**src/sv/irpd_pkg.sv**
```systemverilog
// ============================================================================
// irpd_pkg
// Shared types and constants for the IR pulse-distance frame sender.
// ============================================================================
package irpd_pkg;

    localparam int CMD_BITS_DEF = 32;
    localparam int CFG_DW       = 24;
    localparam int CFG_IW       = 3;

    localparam logic [1:0] MODE_TICK = 2'd0;
    localparam logic [1:0] MODE_SEND = 2'd1;
    localparam logic [1:0] MODE_STOP = 2'd2;

    localparam logic [CFG_IW-1:0] CFG_HEADER_PERIOD   = 3'd0;
    localparam logic [CFG_IW-1:0] CFG_HEADER_MARK     = 3'd1;
    localparam logic [CFG_IW-1:0] CFG_BIT_MARK        = 3'd2;
    localparam logic [CFG_IW-1:0] CFG_ONE_PERIOD      = 3'd3;
    localparam logic [CFG_IW-1:0] CFG_ZERO_PERIOD     = 3'd4;
    localparam logic [CFG_IW-1:0] CFG_REPEAT_PERIOD   = 3'd5;
    localparam logic [CFG_IW-1:0] CFG_REPEAT_INTERVAL = 3'd6;

    typedef struct packed {
        logic [1:0]  mode;
        logic [31:0] command_word;
    } t_in_item;

    typedef struct packed {
        logic ir_level;
        logic busy_res;
        logic frame_done;
    } t_out_item;

    typedef struct packed {
        logic [15:0] header_period;
        logic [15:0] header_mark;
        logic [15:0] bit_mark;
        logic [15:0] one_period;
        logic [15:0] zero_period;
        logic [15:0] repeat_period;
        logic [23:0] repeat_interval;
    } t_cfg;

endpackage

```
**src/sv/irpd_cfg_regs.sv**
```systemverilog
// ============================================================================
// irpd_cfg_regs
// Timing register file, written through a plain write port.
// ============================================================================
module irpd_cfg_regs
    import irpd_pkg::*;
(
    input  logic              i_clk,
    input  logic              i_rst_n,
    input  logic              i_cfg_we,
    input  logic [CFG_IW-1:0] i_cfg_idx,
    input  logic [CFG_DW-1:0] i_cfg_data,
    output t_cfg              o_cfg
);

    t_cfg r_cfg;

    always_ff @(posedge i_clk) begin
        if (!i_rst_n) begin
            r_cfg.header_period   <= 16'd54000;
            r_cfg.header_mark     <= 16'd36000;
            r_cfg.bit_mark        <= 16'd2240;
            r_cfg.one_period      <= 16'd9000;
            r_cfg.zero_period     <= 16'd4480;
            r_cfg.repeat_period   <= 16'd44800;
            r_cfg.repeat_interval <= 24'd440320;
        end else if (i_cfg_we) begin
            unique case (i_cfg_idx)
                CFG_HEADER_PERIOD:   r_cfg.header_period   <= i_cfg_data[15:0];
                CFG_HEADER_MARK:     r_cfg.header_mark     <= i_cfg_data[15:0];
                CFG_BIT_MARK:        r_cfg.bit_mark        <= i_cfg_data[15:0];
                CFG_ONE_PERIOD:      r_cfg.one_period      <= i_cfg_data[15:0];
                CFG_ZERO_PERIOD:     r_cfg.zero_period     <= i_cfg_data[15:0];
                CFG_REPEAT_PERIOD:   r_cfg.repeat_period   <= i_cfg_data[15:0];
                CFG_REPEAT_INTERVAL: r_cfg.repeat_interval <= i_cfg_data[23:0];
                default: ;
            endcase
        end
    end

    assign o_cfg = r_cfg;

endmodule

```
**src/sv/irpd_engine.sv**
```systemverilog
// ============================================================================
// irpd_engine
// Frame sequencer: applies one tick beat to the frame state and forms the
// envelope outputs for that tick.
// ============================================================================
module irpd_engine
    import irpd_pkg::*;
#(
    parameter int COMMAND_BITS = CMD_BITS_DEF
) (
    input  logic      i_clk,
    input  logic      i_rst_n,
    input  logic      i_step,
    input  t_in_item  i_item,
    input  t_cfg      i_cfg,
    output t_out_item o_result
);

    localparam int BPW = $clog2(COMMAND_BITS + 1);

    localparam logic [2:0] PH_IDLE    = 3'd0;
    localparam logic [2:0] PH_HEADER  = 3'd1;
    localparam logic [2:0] PH_BITS    = 3'd2;
    localparam logic [2:0] PH_RHEADER = 3'd3;
    localparam logic [2:0] PH_TRAILER = 3'd4;

    logic [2:0]              r_phase, n_phase;
    logic [BPW-1:0]          r_bit_pos, n_bit_pos;
    logic [15:0]             r_period_cnt, n_period_cnt;
    logic [COMMAND_BITS-1:0] r_cmd_shift, n_cmd_shift;
    logic [23:0]             r_rep_cnt, n_rep_cnt;
    logic                    r_rep_armed, n_rep_armed;

    logic [23:0]    rep_inc;
    logic [15:0]    len;
    logic [15:0]    mark;
    logic [16:0]    next_cnt;
    logic [BPW-1:0] bit_inc;
    logic [2:0]     cur_phase;
    logic           level, busy, done;

    always_comb begin
        n_phase      = r_phase;
        n_bit_pos    = r_bit_pos;
        n_period_cnt = r_period_cnt;
        n_cmd_shift  = r_cmd_shift;
        n_rep_cnt    = r_rep_cnt;
        n_rep_armed  = r_rep_armed;
        rep_inc      = r_rep_cnt + 24'd1;
        level        = 1'b0;
        busy         = 1'b0;
        done         = 1'b0;
        len          = 16'd1;
        mark         = 16'd0;

        if (i_item.mode == MODE_SEND) begin
            n_cmd_shift  = i_item.command_word[31 -: COMMAND_BITS];
            n_bit_pos    = '0;
            n_rep_cnt    = '0;
            n_rep_armed  = 1'b1;
            n_phase      = PH_HEADER;
            n_period_cnt = '0;
        end else begin
            if (i_item.mode == MODE_STOP) begin
                n_rep_armed = 1'b0;
            end
            if (n_rep_armed) begin
                n_rep_cnt = rep_inc;
                if (rep_inc == i_cfg.repeat_interval) begin
                    n_rep_cnt    = '0;
                    n_phase      = PH_RHEADER;
                    n_period_cnt = '0;
                end
            end
        end

        cur_phase = n_phase;
        next_cnt  = {1'b0, n_period_cnt} + 17'd1;
        bit_inc   = n_bit_pos + BPW'(1);

        unique case (cur_phase)
            PH_HEADER: begin
                len = i_cfg.header_period; mark = i_cfg.header_mark; busy = 1'b1;
            end
            PH_RHEADER: begin
                len = i_cfg.repeat_period; mark = i_cfg.header_mark; busy = 1'b1;
            end
            PH_BITS: begin
                len  = n_cmd_shift[COMMAND_BITS-1] ? i_cfg.one_period : i_cfg.zero_period;
                mark = i_cfg.bit_mark;
                busy = 1'b1;
            end
            PH_TRAILER: begin
                len = i_cfg.bit_mark; mark = i_cfg.bit_mark; busy = 1'b1;
            end
            default: ;
        endcase

        if (busy) begin
            level = (n_period_cnt < mark) || (cur_phase == PH_TRAILER);
            if (next_cnt >= {1'b0, len}) begin
                n_period_cnt = '0;
                unique case (cur_phase)
                    PH_HEADER: begin
                        n_bit_pos = '0;
                        n_phase   = PH_BITS;
                    end
                    PH_BITS: begin
                        n_cmd_shift = n_cmd_shift << 1;
                        n_bit_pos   = bit_inc;
                        n_phase     = (bit_inc >= BPW'(COMMAND_BITS)) ? PH_TRAILER : PH_BITS;
                    end
                    PH_RHEADER: n_phase = PH_TRAILER;
                    default: begin
                        done    = 1'b1;
                        n_phase = PH_IDLE;
                    end
                endcase
            end else begin
                n_period_cnt = next_cnt[15:0];
            end
        end else begin
            n_phase = PH_IDLE;
        end
    end

    always_ff @(posedge i_clk) begin
        if (!i_rst_n) begin
            r_phase      <= PH_IDLE;
            r_bit_pos    <= '0;
            r_period_cnt <= '0;
            r_cmd_shift  <= '0;
            r_rep_cnt    <= '0;
            r_rep_armed  <= 1'b0;
        end else if (i_step) begin
            r_phase      <= n_phase;
            r_bit_pos    <= n_bit_pos;
            r_period_cnt <= n_period_cnt;
            r_cmd_shift  <= n_cmd_shift;
            r_rep_cnt    <= n_rep_cnt;
            r_rep_armed  <= n_rep_armed;
        end
    end

    assign o_result.ir_level   = level;
    assign o_result.busy_res   = busy;
    assign o_result.frame_done = done;

endmodule

```
**src/sv/ir_pulse_distance_frame_sender_unit.sv**
```systemverilog
// ============================================================================
// ir_pulse_distance_frame_sender_unit
// NEC-style IR frame envelope generator, one tick beat in, one result out.
// ============================================================================
//  channel   signals                                    dir
//  in        i_in_valid / o_in_ready / i_in             tick beat in
//  out       o_out_valid / i_out_ready / o_out          envelope beat out
//  cfg       i_cfg_we / i_cfg_idx / i_cfg_data          register write
//
//  One beat per clock while the output is not stalled; a beat is registered on
//  entry, processed by the sequencer and held in the output register. The
//  sequencer advances only when the output register is free or being drained,
//  so a stalled output backs up into the input register and then drops
//  o_in_ready. Synchronous active-low reset returns the sequencer to idle and
//  the timing registers to their defaults.
// ============================================================================
module ir_pulse_distance_frame_sender_unit
    import irpd_pkg::*;
#(
    parameter int COMMAND_BITS = CMD_BITS_DEF
) (
    input  logic              i_clk,
    input  logic              i_rst_n,
    input  logic              i_in_valid,
    output logic              o_in_ready,
    input  t_in_item          i_in,
    output logic              o_out_valid,
    input  logic              i_out_ready,
    output t_out_item         o_out,
    input  logic              i_cfg_we,
    input  logic [CFG_IW-1:0] i_cfg_idx,
    input  logic [CFG_DW-1:0] i_cfg_data
);

    logic      r_in_valid;
    t_in_item  r_in_item;
    logic      r_out_valid;
    t_out_item r_out_item;
    logic      step;
    t_cfg      cfg;
    t_out_item result;

    assign step       = r_in_valid && (!r_out_valid || i_out_ready);
    assign o_in_ready = !r_in_valid || step;

    irpd_cfg_regs u_cfg (
        .i_clk      (i_clk),
        .i_rst_n    (i_rst_n),
        .i_cfg_we   (i_cfg_we),
        .i_cfg_idx  (i_cfg_idx),
        .i_cfg_data (i_cfg_data),
        .o_cfg      (cfg)
    );

    irpd_engine #(
        .COMMAND_BITS (COMMAND_BITS)
    ) u_engine (
        .i_clk    (i_clk),
        .i_rst_n  (i_rst_n),
        .i_step   (step),
        .i_item   (r_in_item),
        .i_cfg    (cfg),
        .o_result (result)
    );

    always_ff @(posedge i_clk) begin
        if (!i_rst_n) begin
            r_in_valid <= 1'b0;
        end else if (o_in_ready) begin
            r_in_valid <= i_in_valid;
        end
    end

    always_ff @(posedge i_clk) begin
        if (o_in_ready && i_in_valid) begin
            r_in_item <= i_in;
        end
    end

    always_ff @(posedge i_clk) begin
        if (!i_rst_n) begin
            r_out_valid <= 1'b0;
        end else if (step) begin
            r_out_valid <= 1'b1;
        end else if (i_out_ready) begin
            r_out_valid <= 1'b0;
        end
    end

    always_ff @(posedge i_clk) begin
        if (step) begin
            r_out_item <= result;
        end
    end

    assign o_out_valid = r_out_valid;
    assign o_out       = r_out_item;

endmodule

```
**config.mk**
```make
export PLATFORM = sky130hd
export DESIGN_NAME = ir_pulse_distance_frame_sender_unit
export DESIGN_NICKNAME = d
export VERILOG_FILES = /design/src/sv/irpd_pkg.sv /design/src/sv/irpd_cfg_regs.sv /design/src/sv/irpd_engine.sv /design/src/sv/ir_pulse_distance_frame_sender_unit.sv
export SDC_FILE = /design/constraint.sdc
export NUM_CORES = 1
export LEC_CHECK = 0
export BUFFER_PORTS_ARGS = -buffer_cell sky130_fd_sc_hd__buf_2
export CORE_MARGIN = 4
export CORE_UTILIZATION = 35
export DETAILED_ROUTE_END_ITERATION = 10
export GPL_TIMING_DRIVEN = 0
export PLACE_DENSITY_LB_ADDON = 0.08
export SYNTH_ARGS = -nofsm -noshare
export SYNTH_HDL_FRONTEND = slang
export SYNTH_HIERARCHICAL = 1
export SYNTH_SLANG_ARGS = --single-unit
```
**constraint.sdc**
```tcl
create_clock -name i_clk -period 6.1 [get_ports i_clk]
set_input_delay 1.525 -clock i_clk [delete_from_list [all_inputs] [get_ports i_clk]]
set_output_delay 1.525 -clock i_clk [all_outputs]
set_load 0.01 [all_outputs]
```
======== Word level (Yosys, flattened, before mapping) ========
Cells that the tools add are included.
word-level totals
  register bits ........................... 241
  bits in latches ......................... 0
  bits in writable memories ............... 0
  memory bits (read-only) ................. 0
  memories kept ........................... 0
cells by class
  $add $sub $neg .......................... 3
  $mul .................................... 0
  divide/modulo/power cells ............... 0
  $lt $le $gt $ge ......................... 3
  equal/unequal tests ..................... 13
  shifts and indexed selects .............. 0
  multiplexer cells ....................... 33
  bitwise gates (word level) .............. 0
  reduce and logical (&&, ||, !) cells .... 23
operator list
  operator               count
  $mux 32                4
  $mux 16                6
  $mux 24                3
  $pmux 16 s4            1
  $pmux 16 s2            1
  $add 24x1->24 const B  1
  $eq 24x24->1           1
  $mux 3                 6
  $mux 6                 3
  $reduce_and 2->1       9
  $add 16x1->17 const B  1
  $ge 17x16->1           1
  $lt 16x16->1           1
  $eq 3x2->1 const B     4
  $eq 3x3->1 const B     4
  $pmux 6 s2             1
  $pmux 3 s3             1
  $mux 1                 7
  $add 6x1->6 const B    1
  $eq 3x1->1 const B     2
  $ge 6x6->1 const B     1
  $reduce_bool 2->1      2
  $reduce_or 2->1        2
  $reduce_or 4->1        1
  7 further kinds        11

======== Longest topological paths before layout ========
  depth after elaboration ................. 10
  depth in mapped cells ................... 31
  gate-level depth less buffers ........... 26

======== Modules after synthesis ========
The synthesis kept the hierarchy.
by module, submodules not included
  module                               times used  cells an instance  area an instance (um2)  seq. area each (um2)
  irpd_engine                          1           966                7495.9                  1641.6
  irpd_cfg_regs                        1           443                4624.4                  2402.3
  ir_pulse_distance_frame_sender_unit  1           46                 1214.9                  1151.1

======== Worst setup path after synthesis ========
OpenSTA, ideal clock, no wires.
  path type ............................... flip-flop to flip-flop
  start point ............................. register u_engine.r_rep_cnt[0]
  end point ............................... register u_engine.r_cmd_shift[20]
  setup time .............................. 0.122 ns
  data arrival time ....................... 6.179 ns
  required time ........................... 5.978 ns
  setup slack ............................. -0.201 ns
  stages on the path, launching flop included .. 31
  buffers on the path ..................... 4
  period minus slack after synthesis ...... 6.301 ns
  path through ............................ dfxtp_1 -> ha_1 -> clkbuf_1 -> nand4_1 -> nor4_2 -> mux2_2 -> or4_1 -> nor4b_2 -> and3_4 -> buf_6 -> nor2_1 -> nand2_1 -> inv_1 -> ha_1 -> nand3_1 -> nor3_1 -> nand2_1 -> xor2_1 -> nor2_1 -> ha_1 -> and4_1 -> nand4_1 -> nor3_1 -> a211oi_1 -> o21ai_0 -> a31oi_1 -> o21a_1 -> buf_2 -> nor3_4 -> buf_4 -> a221o_1
between the ends
  cells in the longest elaborated chain, start to end .. 10
  elaborated cells on any way between the ends .. 20
RTL lines
  what                                                   RTL line            text
  start, declared                                        irpd_engine.sv:31   logic [23:0] r_rep_cnt, n_rep_cnt;
  start signal, assigned                                 irpd_engine.sv:140  r_rep_cnt <= n_rep_cnt;
  $add 24x1->24 *                                        irpd_engine.sv:49   rep_inc = r_rep_cnt + 24'd1;
  $eq 24x24->1 *                                         irpd_engine.sv:69   if (rep_inc == i_cfg.repeat_interval) begin
  branches (longest 7 deep; another with $add 16x1->17)  -
  $mux 32 *                                              irpd_engine.sv:99   if (busy) begin
  end signal, assigned                                   irpd_engine.sv:139  r_cmd_shift <= n_cmd_shift;
  end, declared                                          irpd_engine.sv:30   logic [COMMAND_BITS-1:0] r_cmd_shift, n_cmd_shift;
Every way passes the cells marked *.
A chain may end at the register's enable or synchronous reset.

======== Final worst setup path ========
  start point ............................. register u_engine.r_rep_cnt[0]
  end point ............................... register u_engine.r_cmd_shift[29]
The elaborated chain is that of the path after synthesis.

==> qor.yml <==
min_period_ns: 6.178
diodes: 0
gr-total-overflow: 0
wl_per_cell_um: 20.94
synth_nets: 1555
placed_area_um2: 14370
synthAdderAreaFrac: 0.03265
finalSetupTns_ns: -0.4365
drv_slew: 0
setup_slack_ns: -0.07770
synth.area.mux_share: 0.1236
hp-class: "flip-flop to flip-flop"
synth_compound_area_frac: 0.1520
utilization: 0.4305
relSlewSlack: 0.3416
initial_utilization: 0.3540
clock_latency_ns: 0.57
p_int_mw: 2.879
tightest_slew_ns: 0.9855
die_y_um: 203.2
synth_ff_type: "dfxtp_1"
die_w_um: 203.2
power_frac_comb: 0.106
path_clk_slew_ns: 0.06
switching_power_uw: 981.4
leakagePower_nw: 6.650
final_area_um2: 16220
power_density_nw_per_um2: 238.1
avgSynthCellArea_um2: 9.165
avgViaCountPerCell: 5.476
grt_max_degree: 29
outcome: "finished with violations"
hold_viol: 0
rsz0062_at_grt: "true"
critical_path_class: "flip-flop to flip-flop"
multi_input_area_um2: 7806
arrival_ns: 6.63
violations: "negative setup slack"
place_inst: 2037
cts_tree: "done"
synth_xor_area_frac: 0.03087
cp_max_fo: 10
h-tree-depth: 1
vias: 11700
slowest_delay_ns: 0.56
dieArea_um2: 41290
synth_area_um2: 13340
synthSimpleGateAreaFrac: 0.2212
synthDistinctLibCells: 84
min_period_over_period: 1.013
gp_congestion: 0.8815
synth_top_family_by_area: "simple AND/OR/NAND/NOR gates"
clockBufferDepth: 3
core_um2: 37670
ys_seq_elements: 241
cp_common_cell: "buf_6"
p_clk_frac: 0.460
fillers: 3829
switching_share: 0.2542
start_kind: "flip-flop"
setup_viol: 15
port_buffers: 70
grt_pass1_wl_um: 68700
drt_iter0_drc: 752
io_pins: 71
seqPwrFrac: 0.434
synth_edf_count: 37
ctsRootBufferMaster: "clkbuf_16"
num_rows: 71
syn_inst: 1455
grt_pass1_vias: 11440
max-cap-violations: 0
cts_inserted_buffers: 30
yosysWarningCount: 6
whs_ns: 0.4557
cts_sinks: 241
drive_gt1_frac: 0.1999
required_ns: 6.55
max_freq_ghz: 0.1619
ant_nets: 0
slowest_stage: "or4_4"
dp_slack_ns: -2.098
skew_ns: 0.01040
final_cells: 2137
antenna_found_initial: 0
gr-usage-all-layers: 0.2095
final_nets: 1705
drt-pass1-iter-count: 10
vdd_drop_max_uv: 213.5
yosysSeqAreaShare: 0.3896
area_growth_pct: 21.61
power_mw: 3.861
seqCellArea_um2: 5210
synthArstFlopShare: 0
end_kind: "flip-flop"
drcViolationCount: 0
hpwl_um: 32110
wl_um: 44740
-- what timing repair did --
action,4_1_cts,5_1_grt
buffers inserted,32,18
gates resized for setup,75,38
endpoints found under the setup margin,59,58
hold buffers,0,0
pin swaps,25,45
gates cloned,0,2
-- cell families (layout without fill, tap and decap cells) --
family                   Yosys count  count (layout)
buffers and inverters            142             313
multiplexers                     157             157
AND/OR/NAND/NOR                  571             571
AO/OA/AOI/OAI                    262             262
adder cells (fa/ha/maj)           35              35
flip-flops                       241             241
XOR/XNOR                          47              47
-- Yosys cell counts (all sizes together) (21+ instances only) --
library cell  number  area share
nor3              40       0.017
nand4             21       0.010
and2              21      0.0099
ha                34       0.032
nor4              25       0.013
mux2              34       0.031
nor2b             72       0.034
nand2            210       0.059
mux2i            123       0.092
buf               53       0.025
edfxtp            37       0.083
nor2              75       0.021
inv               23      0.0065
nand3             36       0.014
dfxtp            204        0.31
clkbuf            66       0.019
a31oi             25       0.012
a21oi             22      0.0085
xnor2             33       0.022
o21a              25       0.014
a41oi             32       0.021
-- critical path: cells and delay by family (launching register included) --
family                     cells  cell delay, ns
muxes                          2            0.60
buffers and inverters          8            1.16
and+or+nand+nor                8            2.00
DFF                            1            0.39
AOI/OAI and AO/OA              8            1.49
adders and majority gates      2            0.40
-- cells in the final DEF, fill, tap and decap left out, types with 8 or more instances in the layout --
cell and instances:
clkbuf_1 62, and2_1 21, clkbuf_16 32, dfxtp_1 196, and3_1 18, buf_12 8
a21oi_1 19, a211o_1 20, nor3_1 29, o21a_1 25, buf_1 8, a21boi_0 18
a22oi_1 15, o21ai_0 15, mux2_4 11, xnor2_1 33, ha_1 32, a22o_1 12
xor2_1 14, nor2b_1 71, a31oi_1 23, nor2_1 72, mux2i_1 122, nand3_1 33
a41oi_1 27, nand2_1 209, a21o_1 12, a222oi_1 15, mux2_2 23, a221o_1 13
buf_4 48, nor4_1 19, inv_1 21, edfxtp_1 37, buf_6 16, buf_2 92
nand4_1 20
-- cell type report --
| cell class | instances | area share |
|---|---|---|
| clock buffer | 39 | 0.05092 |
| sequential | 241 | 0.3213 |
| timing repair buffer | 123 | 0.05370 |
| multi-input combinational | 1072 | 0.4814 |
| buffer | 114 | 0.03889 |
| tap | 511 | 0.03943 |
| inverter | 23 | 0.005324 |
| clock inverter | 14 | 0.009104 |
-- layer usage --
metal | share of wire | track usage | vias to the layer above
li1 | - | - | 5620
met1 | 0.47 | 0.2966 | 5733
met2 | 0.47 | 0.3461 | 286
met3 | 0.043 | 0.02131 | 63
met4 | 0.023 | 0.05083 | 0
met5 | 0 | 0 | -
-- final timing paths --
check	start	end	slack (ns)	cells after the start
hold reg to reg	u_cfg/o_cfg[49]$_SDFFE_PN0P_	u_cfg/o_cfg[49]$_SDFFE_PN0P_	0.46	2
setup / recovery	u_engine/r_rep_cnt[0]$_SDFFE_PN0P_	u_engine/r_cmd_shift[29]$_SDFFE_PN0P_	-0.08	28
hold / removal	u_cfg/o_cfg[49]$_SDFFE_PN0P_	u_cfg/o_cfg[49]$_SDFFE_PN0P_	0.46	2
setup reg to reg	u_engine/r_rep_cnt[0]$_SDFFE_PN0P_	u_engine/r_cmd_shift[29]$_SDFFE_PN0P_	-0.08	28
-- power groups by stage --
stage               registers (mW)  clock network (mW)  logic, mW
floorplan                     1.70                   0      0.213
global route                  1.68                1.88      0.438
detailed placement            1.71                   0      0.348
CTS                           1.68                1.83      0.377
global placement              1.71                   0      0.344
finish                        1.68                1.78      0.408
-- state kept, by name (all words and copies together) (netlist names) --
| signal | cells |
|---|---|
| u_engine/r_phase | 3 |
| r_in_valid | 1 |
| u_engine/r_bit_pos | 6 |
| u_cfg/o_cfg | 120 |
| u_engine/r_cmd_shift | 32 |
| r_in_item | 34 |
| o_out_valid | 1 |
| o_out | 3 |
| u_engine/r_rep_cnt | 24 |
| u_engine/r_period_cnt | 16 |
| u_engine/r_rep_armed | 1 |
(Power assumes the default switching activity.)
